### config.mk
export PLATFORM = sky130hd
export DESIGN_NAME = flex_wrap_line_layout_top
export DESIGN_NICKNAME = d
export VERILOG_FILES = /design/src/hw/rtl/fwl_pkg.sv /design/src/hw/rtl/fwl_cell.sv /design/src/hw/rtl/fwl_div.sv /design/src/hw/rtl/flex_wrap_line_layout_top.sv
export VERILOG_INCLUDE_DIRS = /design/src /design/src/hw/rtl
export SDC_FILE = /design/constraint.sdc
export NUM_CORES = 2
export LEC_CHECK = 0
export CORE_AREA = 5 5 310 312
export DETAILED_ROUTE_END_ITERATION = 8
export DIE_AREA = 0 0 315 317
export DONT_BUFFER_PORTS = 1
export PLACE_DENSITY = 0.71
export SLEW_MARGIN = 20
export SYNTH_ARGS = -nofsm -noshare
export SYNTH_HDL_FRONTEND = slang
export SYNTH_SLANG_ARGS = --single-unit
### constraint.sdc
create_clock -name i_clk -period 12.2 [get_ports i_clk]
set_input_delay 1.22 -clock i_clk [delete_from_list [all_inputs] [get_ports i_clk]]
set_output_delay 1.22 -clock i_clk [all_outputs]
set_load 0.05 [all_outputs]
### src/hw/rtl/flex_wrap_line_layout_top_assert.svh
// Assertion macros shared by the layout block
`ifndef FLEX_WRAP_LINE_LAYOUT_TOP_ASSERT_SVH
`define FLEX_WRAP_LINE_LAYOUT_TOP_ASSERT_SVH
`define FWL_ASSERT_IMP(lbl, clk, rst_n, ante, cons) \
    lbl: assert property (@(posedge clk) disable iff (!rst_n) (ante) |-> (cons)) \
        else $error("assertion failed");
`define FWL_ASSERT_NXT(lbl, clk, rst_n, ante, cons) \
    lbl: assert property (@(posedge clk) disable iff (!rst_n) (ante) |=> (cons)) \
        else $error("assertion failed");
`endif

### src/hw/rtl/fwl_pkg.sv
// ---------------------------------------------------------------------------
// fwl_pkg
// Types and constants of the flex wrap line layout block.
// ---------------------------------------------------------------------------
`default_nettype none
package fwl_pkg;
    localparam int unsigned Y_W = 24;
    localparam logic [Y_W-1:0] Y_MAX = 24'hFFFFFF;
    localparam int unsigned CFG_CONTAINER_WIDTH = 0;

    typedef enum logic [2:0] {
        ST_IDLE,
        ST_DIV,
        ST_EMIT,
        ST_LONE,
        ST_ADD,
        ST_FINAL
    } t_state;

    typedef struct packed {
        logic load;
        logic shift;
    } t_cell_ctl;
endpackage
`default_nettype wire

### src/hw/rtl/fwl_cell.sv
// ---------------------------------------------------------------------------
// fwl_cell
// One slot of the line buffer: holds a width and flex weight; loads from the
// tail or passes its word to the neighbor toward the head.
// ---------------------------------------------------------------------------
`default_nettype none
module fwl_cell (
    input  wire logic             i_clk,
    input  wire fwl_pkg::t_cell_ctl i_ctl,
    input  wire logic             i_sel,
    input  wire logic [15:0]      i_new_w,
    input  wire logic [7:0]       i_new_f,
    input  wire logic [15:0]      i_nb_w,
    input  wire logic [7:0]       i_nb_f,
    output logic [15:0]           o_w,
    output logic [7:0]            o_f
);
    import fwl_pkg::*;
    logic [15:0] r_w;
    logic [7:0]  r_f;
    always_ff @(posedge i_clk) begin
        if (i_ctl.shift) begin
            r_w <= i_nb_w;
            r_f <= i_nb_f;
        end else if (i_ctl.load && i_sel) begin
            r_w <= i_new_w;
            r_f <= i_new_f;
        end
    end
    assign o_w = r_w;
    assign o_f = r_f;
endmodule
`default_nettype wire

### src/hw/rtl/fwl_div.sv
// ---------------------------------------------------------------------------
// fwl_div
// Restoring divider, one quotient bit per cycle (17-bit numerator).
// ---------------------------------------------------------------------------
`default_nettype none
module fwl_div #(
    parameter int unsigned DW = 13
) (
    input  wire logic          i_clk,
    input  wire logic          i_rst_n,
    input  wire logic          i_start,
    input  wire logic [16:0]   i_num,
    input  wire logic [DW-1:0] i_den,
    output logic               o_busy,
    output logic [16:0]        o_quot
);
    import fwl_pkg::*;
    logic [16:0]   r_q;
    logic [DW:0]   r_rem;
    logic [DW-1:0] r_den;
    logic [4:0]    r_cnt;
    logic          r_busy;
    logic [DW:0]   w_tr;
    assign w_tr = {r_rem[DW-1:0], r_q[16]};
    always_ff @(posedge i_clk) begin
        if (!i_rst_n) begin
            r_busy <= 1'b0;
            r_cnt  <= '0;
        end else if (i_start) begin
            r_busy <= 1'b1;
            r_cnt  <= 5'd17;
        end else if (r_busy) begin
            r_cnt <= r_cnt - 5'd1;
            if (r_cnt == 5'd1) r_busy <= 1'b0;
        end
    end
    always_ff @(posedge i_clk) begin
        if (i_start) begin
            r_q   <= i_num;
            r_rem <= '0;
            r_den <= i_den;
        end else if (r_busy) begin
            if (w_tr >= {1'b0, r_den}) begin
                r_rem <= w_tr - {1'b0, r_den};
                r_q   <= {r_q[15:0], 1'b1};
            end else begin
                r_rem <= w_tr;
                r_q   <= {r_q[15:0], 1'b0};
            end
        end
    end
    assign o_busy = r_busy;
    assign o_quot = r_q;
endmodule
`default_nettype wire

### src/hw/rtl/flex_wrap_line_layout_top.sv
// ---------------------------------------------------------------------------
// flex_wrap_line_layout_top
// Row flexbox line wrapping over a chain of line buffer cells.
// ---------------------------------------------------------------------------
// A child is accepted in ST_IDLE and joins the open line in the next cycle.
// A child that closes the open line starts the close, waits for the serial
// divide (skipped when the flex total is zero) and then sends each buffered
// child, since the cell chain shifts one word toward the head each cycle that
// the output is not stalled; every word is held until taken. A too wide child
// is placed alone in a step of its own. A last child adds a step to start its
// own line close plus that close, and a step to clear the layout. Items are
// taken one at a time.
`default_nettype none
module flex_wrap_line_layout_top #(
    parameter int unsigned LINE_DEPTH = 32
) (
    input  wire logic        i_clk,
    input  wire logic        i_rst_n,
    input  wire logic        psel,
    input  wire logic        penable,
    input  wire logic        pwrite,
    input  wire logic [0:0]  paddr,
    input  wire logic [31:0] pwdata,
    output logic [31:0]      prdata,
    output logic             pready,
    input  wire logic        i_valid,
    output logic             o_ready,
    input  wire logic [15:0] i_child_width,
    input  wire logic [15:0] i_child_height,
    input  wire logic [7:0]  i_flex_weight,
    input  wire logic        i_last_child,
    output logic             o_valid,
    input  wire logic        i_ready,
    output logic [15:0]      o_child_index,
    output logic [23:0]      o_row_y,
    output logic [15:0]      o_final_width,
    output logic             o_last_of_run,
    output logic             o_layout_done,
    output logic [23:0]      o_total_height
);
    import fwl_pkg::*;
    `include "flex_wrap_line_layout_top_assert.svh"

    localparam int unsigned FW = $clog2(LINE_DEPTH + 1);
    localparam int unsigned AW = (LINE_DEPTH > 1) ? $clog2(LINE_DEPTH) : 1;
    localparam int unsigned TW = $clog2(LINE_DEPTH * 255 + 1);

    logic [15:0] r_cw;
    logic [15:0] r_w, r_h, n_w, n_h;
    logic [7:0]  r_f, n_f;
    logic        r_last, n_last;
    logic [FW-1:0] r_fill, n_fill;
    logic [15:0] r_start, n_start, r_cnt, n_cnt;
    logic [16:0] r_used, n_used;
    logic [TW-1:0] r_ftot, n_ftot;
    logic [23:0] r_y, n_y;
    logic [15:0] r_maxh, n_maxh;
    logic [15:0] r_per, n_per;
    logic [FW-1:0] r_k, n_k;
    t_state r_st, n_st;
    logic        r_ov, n_ov;
    logic [15:0] r_oi, n_oi, r_ow, n_ow;
    logic [23:0] r_oy, n_oy, r_ot, n_ot;
    logic        r_ol, n_ol, r_od, n_od;
    logic        r_pend, n_pend;

    logic        w_cfg_wr, w_acc, w_obusy, w_div_start, w_div_busy;
    logic [16:0] w_spare, w_quot;
    t_cell_ctl   w_ctl;
    logic [15:0] w_cw [LINE_DEPTH+1];
    logic [7:0]  w_cf [LINE_DEPTH+1];

    assign pready   = 1'b1;
    assign prdata   = {16'd0, r_cw};
    assign w_cfg_wr = psel && penable && pwrite && (paddr == 1'(CFG_CONTAINER_WIDTH));
    always_ff @(posedge i_clk) begin
        if (!i_rst_n) r_cw <= '0;
        else if (w_cfg_wr) r_cw <= pwdata[15:0];
    end

    assign w_acc   = i_valid && o_ready;
    assign w_obusy = r_ov && !i_ready;
    assign w_spare = ({1'b0, r_cw} >= r_used) ? {1'b0, r_cw} - r_used : 17'd0;

    fwl_div #(.DW(TW)) u_div (
        .i_clk(i_clk), .i_rst_n(i_rst_n), .i_start(w_div_start),
        .i_num(w_spare), .i_den(r_ftot), .o_busy(w_div_busy), .o_quot(w_quot)
    );

    assign w_cw[LINE_DEPTH] = '0;
    assign w_cf[LINE_DEPTH] = '0;
    for (genvar g = 0; g < LINE_DEPTH; g++) begin : g_cell
        fwl_cell u_cell (
            .i_clk(i_clk), .i_ctl(w_ctl), .i_sel(r_fill[AW-1:0] == AW'(g)),
            .i_new_w(r_w), .i_new_f(r_f), .i_nb_w(w_cw[g+1]), .i_nb_f(w_cf[g+1]),
            .o_w(w_cw[g]), .o_f(w_cf[g])
        );
    end

    logic [23:0] w_prod;
    logic [24:0] w_ysum;
    logic [23:0] w_yadd;
    logic        w_close, w_lone;
    assign w_prod  = 24'(w_cf[0]) * 24'(r_per);
    assign w_close = (r_fill != '0) && ((r_used + 17'(r_w) > {1'b0, r_cw})
                     || (r_fill >= FW'(LINE_DEPTH)));
    assign w_lone  = (r_w > r_cw);

    // next state
    always_comb begin
        n_st = r_st;
        case (r_st)
            ST_IDLE:  if (w_acc) n_st = ST_ADD;
            ST_ADD: begin
                if (w_close) n_st = ST_DIV;
                else if (r_fill == '0 && w_lone) n_st = ST_LONE;
                else if (r_last) n_st = ST_FINAL;
                else n_st = ST_IDLE;
            end
            ST_DIV:   if (!w_div_busy && !w_div_start) n_st = ST_EMIT;
            ST_EMIT:  if (!w_obusy && r_k == r_fill - FW'(1))
                          n_st = r_pend ? ST_ADD : ST_FINAL;
            ST_LONE:  if (!w_obusy) n_st = r_last ? ST_FINAL : ST_IDLE;
            ST_FINAL: if (!w_obusy) n_st = (r_fill != '0) ? ST_DIV : ST_IDLE;
            default:  n_st = ST_IDLE;
        endcase
    end

    // datapath and outputs
    always_comb begin
        n_w = r_w; n_h = r_h; n_f = r_f; n_last = r_last;
        n_fill = r_fill; n_start = r_start; n_cnt = r_cnt; n_used = r_used;
        n_ftot = r_ftot; n_y = r_y; n_maxh = r_maxh; n_per = r_per; n_k = r_k;
        n_ov = r_ov && !i_ready; n_oi = r_oi; n_ow = r_ow; n_oy = r_oy;
        n_ot = r_ot; n_ol = r_ol; n_od = r_od;
        w_ctl = '0;
        w_div_start = 1'b0;
        w_ysum = 25'(r_y) + 25'(r_maxh);
        w_yadd = w_ysum[24] ? Y_MAX : w_ysum[23:0];
        o_ready = (r_st == ST_IDLE);
        case (r_st)
            ST_IDLE: if (w_acc) begin
                n_w = i_child_width; n_h = i_child_height;
                n_f = i_flex_weight; n_last = i_last_child;
            end
            ST_ADD: begin
                if (w_close) begin
                    w_div_start = (r_ftot != '0);
                    n_k = '0;
                end else if (!(r_fill == '0 && w_lone)) begin
                    if (r_fill == '0) n_start = r_cnt;
                    w_ctl.load = 1'b1;
                    n_fill = r_fill + FW'(1);
                    n_used = r_used + 17'(r_w);
                    n_ftot = r_ftot + TW'(r_f);
                    if (r_h > r_maxh) n_maxh = r_h;
                    n_cnt = r_cnt + 16'd1;
                end
            end
            ST_DIV: if (!w_div_busy) n_per = (r_ftot == '0) ? 16'd0 : w_quot[15:0];
            ST_EMIT: if (!w_obusy) begin
                w_ctl.shift = 1'b1;
                n_ov = 1'b1; n_oi = r_start + 16'(r_k); n_oy = r_y;
                n_ow = w_cw[0] + w_prod[15:0];
                n_ol = 1'b0; n_od = 1'b0; n_ot = '0;
                n_k = r_k + FW'(1);
                if (r_k == r_fill - FW'(1)) begin
                    n_y = w_yadd;
                    n_fill = '0; n_used = '0; n_ftot = '0; n_maxh = '0;
                    if (r_pend) begin
                        // displacing child still to place: ends the run only
                        // if it neither goes alone nor closes the layout
                        n_ol = !r_last && !w_lone;
                    end else begin
                        n_ol = 1'b1; n_od = 1'b1; n_ot = w_yadd;
                    end
                end
            end
            ST_LONE: if (!w_obusy) begin
                n_ov = 1'b1; n_oi = r_cnt; n_oy = r_y; n_ow = r_cw;
                n_ot = '0; n_od = 1'b0;
                w_ysum = 25'(r_y) + 25'(r_h);
                n_y = w_ysum[24] ? Y_MAX : w_ysum[23:0];
                n_cnt = r_cnt + 16'd1;
                n_ol = 1'b1;
                if (r_last) begin
                    n_od = 1'b1; n_ot = w_ysum[24] ? Y_MAX : w_ysum[23:0];
                end
            end
            ST_FINAL: if (!w_obusy) begin
                if (r_fill != '0) begin
                    w_div_start = (r_ftot != '0);
                    n_k = '0;
                end else begin
                    n_start = '0; n_cnt = '0; n_y = '0; n_last = 1'b0;
                end
            end
            default: ;
        endcase
    end

    always_comb begin
        n_pend = r_pend;
        if (r_st == ST_ADD && w_close) n_pend = 1'b1;
        else if (r_st == ST_FINAL && !w_obusy) n_pend = 1'b0;
        else if (r_st == ST_EMIT && !w_obusy && r_k == r_fill - FW'(1)) n_pend = 1'b0;
    end

    always_ff @(posedge i_clk) begin
        if (!i_rst_n) begin
            r_st <= ST_IDLE; r_ov <= 1'b0; r_fill <= '0; r_start <= '0;
            r_cnt <= '0; r_used <= '0; r_ftot <= '0; r_y <= '0; r_maxh <= '0;
            r_k <= '0; r_last <= 1'b0; r_pend <= 1'b0;
        end else begin
            r_st <= n_st; r_ov <= n_ov; r_fill <= n_fill; r_start <= n_start;
            r_cnt <= n_cnt; r_used <= n_used; r_ftot <= n_ftot; r_y <= n_y;
            r_maxh <= n_maxh; r_k <= n_k; r_last <= n_last; r_pend <= n_pend;
        end
    end
    always_ff @(posedge i_clk) begin
        r_w <= n_w; r_h <= n_h; r_f <= n_f; r_per <= n_per;
        r_oi <= n_oi; r_ow <= n_ow; r_oy <= n_oy; r_ot <= n_ot;
        r_ol <= n_ol; r_od <= n_od;
    end

    assign o_valid = r_ov;
    assign o_child_index = r_oi;
    assign o_row_y = r_oy;
    assign o_final_width = r_ow;
    assign o_last_of_run = r_ol;
    assign o_layout_done = r_od;
    assign o_total_height = r_ot;

    `FWL_ASSERT_IMP(a_ready_idle, i_clk, i_rst_n, o_ready, !w_div_busy)
    `FWL_ASSERT_IMP(a_fill_max, i_clk, i_rst_n, 1'b1, r_fill <= FW'(LINE_DEPTH))
    `FWL_ASSERT_NXT(a_done_last, i_clk, i_rst_n, r_ov && i_ready && r_od, !r_ov)
endmodule
`default_nettype wire
==> flow_summary.json <==
{
  "outcome": "finished clean",
  "synth_top_family_by_area": "compound AO/OA/AOI/OAI gates",
  "postCtsSetupRepairBufs": 0,
  "drv_slew": 0,
  "cp-startpoint": "r_w[0]$_DFFE_PP_",
  "fin_util_pct": 60.8,
  "core_sq_um": 92800,
  "io_buffers": 0,
  "ioPinCount": 198,
  "rsz0062_at_grt": "false",
  "setup_violations": 0,
  "grt_overflow": 0,
  "hold_start": "g_cell[31].u_cell.o_w[9]$_SDFFE_PP0P_",
  "ctsHtreeMaxLevel": 3,
  "syn_avg_cell_area_sq_um": 12.3,
  "final_cells": 5422,
  "synthTopCellsByArea": "edfxtp_1, a21o_1, dfxtp_1",
  "gp_congestion": 0.891,
  "postRouteAntennaNets": 0,
  "place_hpwl_um": 74000,
  "cts_tree": "built",
  "finClkSkew_ns": 0.0412,
  "antenna_found_initial": 10,
  "synth-xor-area-share_pct": 2.26,
  "critPathMaxFanout": 24,
  "die_w_um": 315,
  "tightest_slew_ns": 1.12,
  "crit_type": "reg2reg",
  "r2r-start": "r_w[0]$_DFFE_PP_",
  "yosysSeqAreaShare_pct": 60.1,
  "clk_latency_ns": 0.70,
  "synth.distinct_cells": 87,
  "place_area_sq_um": 52600,
  "critPathTopFamily": "compound AO/OA/AOI/OAI gates",
  "clkSinkCount": 1091,
  "end_kind": "flip-flop",
  "grt_use_total_pct": 22.5,
  "grt_pass1_wl_um": 180000,
  "worstSetupStartpointType": "flip-flop",
  "cts_root_buf": "clkbuf_16",
  "syn_to_final_growth_pct": 9.44,
  "avgRoutedWirePerCell_um": 20.8,
  "drive_gt1_share_pct": 7.84,
  "drtIter0Drc": 3027,
  "arrival_ns": 6.62,
  "synth_compound_area_share_pct": 18.7,
  "die_h_um": 317,
  "p_total_w": 0.0165,
  "yosys_warnings": 0,
  "tns_ns": 0,
  "clock_path_buffers": 3,
  "power_leakage_nw": 23.6,
  "crit_path_cell_trace": "ha_1 > fa_1 > a211oi_1 > o21ai_1 > a31o_2 > a21oi_1 > xnor2_1 > ha_1 > a211o_1 > o211ai_1 > a21oi_1 > a2111oi_1 > o21a_1 > a21oi_4 > nor3_4 > nand3b_1 > o21ai_4",
  "dpl.cell_count": 5208,
  "yosys.area.top_type_share_pct": 53.2,
  "clk_pin_slew_ns": 0.06,
  "fp-row-count": 112,
  "yosysMostFrequentCell": "edfxtp_1",
  "yosys_most_used_dff": "edfxtp_1",
  "drt_wl_total_um": 113000,
  "final_cell_area_sq_um": 56400,
  "cts_buffers": 110,
  "grt_max_degree": 265,
  "synth_edf_count": 912,
  "dr.pass1.iters": 5,
  "yosys.area_share.adder_pct": 7.38,
  "grt_pass1_vias": 31500,
  "hold_violations": 0,
  "drcViolationCount": 0,
  "initial_core_util_pct": 55.5,
  "slowest_stage": "o21ai_4",
  "synthArstFlopShare_pct": 0,
  "postCtsResizedCells": 0,
  "vias": 32200,
  "pwr_density_cell_nw_per_um2": 293,
  "synth_area_sq_um": 51500,
  "yosys_register_bits": 1091,
  "finalCritPeriodShare_pct": 51.8,
  "avgViaCountPerCell": 5.94,
  "peakVddDrop_mv": 0.500,
  "synthCells": 4173,
  "critPathBufInv": 0,
  "die_area_sq_um": 99900,
  "fin_crit_ns": 6.32,
  "cp_slowest_stage_delay_ns": 0.84,
  "hold_class": "reg2reg",
  "yosysTopAreaCell": "edfxtp_1",
  "fin_nets": 4403,
  "synthTopCellsByCount": "edfxtp_1, a21o_1, nand2_1",
  "synth-simple-area-share_pct": 7.21,
  "hold_buffers": 0,
  "muxShareOfSynthArea_pct": 0.374,
  "max_cap_violations": 0,
  "crit_required_ns": 12.51,
  "fmax_mhz": 158,
  "slew_headroom_pct": 25.1
}
==> routing by layer <==
layer  part of all wire, %  vias to the layer above  GRT usage [%]
li1                      -                    15000              -
met1                    44                    16100           32.3
met2                    46                      979           35.9
met3                   6.6                      190           3.47
met4                   3.0                        4           7.07
met5                 0.020                        -              0
==> area by class of cell <==
type / instances / area, sq um
clock buffer: 144 / 3000
multi-input combinational: 2599 / 18800
antenna: 9 / 22.5
sequential: 1091 / 31000
fill: 7230 / 36400
inverter: 198 / 743
clock inverter: 60 / 673
timing repair buffer: 67 / 541
tap: 1254 / 1570
==> metrics by stage <==
step	hold slack [ns]	worst slack, ns
finish	0.459	5.88
global route	0.476	5.45
CTS	0.460	5.64
detailed placement	0.450	5.69
global placement	0.443	5.76
floorplan	0.406	5.99
==> path summary, 6_finish.rpt <==
path / end / slack [ns] / depth (start not counted)
max: g_cell[4].u_cell.o_w[5]$_DFFE_PP_ / 5.88 / 17
max reg2reg: g_cell[4].u_cell.o_w[5]$_DFFE_PP_ / 5.88 / 17
min: g_cell[31].u_cell.o_w[9]$_SDFFE_PP0P_ / 0.46 / 2
min reg2reg: g_cell[31].u_cell.o_w[9]$_SDFFE_PP0P_ / 0.46 / 2
==> state kept, by name (all words and copies together), names as in the netlist, 16 cells and up <==
name and cells:
g_cell.u_cell.o_w 512, g_cell.u_cell.o_f 256, o_row_y 24, o_total_height 24, r_y 24, r_used 17
u_div.o_quot 17, o_child_index 16, o_final_width 16, r_cnt 16, r_cw 16, r_h 16
r_maxh 16, r_per 16, r_start 16, r_w 16
==> cell usage in the layout, fill, tap and decap left out, types with 11 or more instances in the layout <==
cell and instances:
nor3_1 32, a31oi_1 26, a22o_1 31, and3_1 18, clkinv_1 16, xnor2_1 83
dfxtp_1 179, o22ai_1 27, a21o_1 784, bufinv_16 11, xor2_1 50, o21ai_0 168
inv_1 196, mux2i_1 17, a21oi_1 187, clkbuf_1 23, clkbuf_16 111, o21bai_1 16
o21ai_2 22, and2_1 80, conb_1 17, nand3_1 64, o211ai_1 14, or3_1 13
clkinv_2 17, fa_1 81, nor2b_1 14, ha_1 174, nor2_1 152, nand4_1 26
o21a_1 15, nand2_1 297, a211oi_1 19, nand2b_1 16, buf_4 64, edfxtp_1 912
==> power by group <==
part	switching (W)	internal, W	leakage [nW]
sequential	0.000609	0.00554	9.84
clock	0.00144	0.00197	1.79
combinational	0.00423	0.00274	11.9
total	0.00628	0.0102	23.6
==> worst min-delay path, stage by stage, from the launching register on <==
cell,delay (ns)
dfxtp_1,0.31
nand2_1,0.05
o21ai_0,0.06
==> cells by family after synthesis <==
logic type               Yosys count
AO/OA/AOI/OAI                   1399
multiplexers                      19
other                              2
flip-flops                      1091
AND/OR/NAND/NOR                  776
XOR/XNOR                         133
adder cells (fa/ha/maj)          255
buffers and inverters            498
Note: power is estimated with default switching activity, not from simulation.
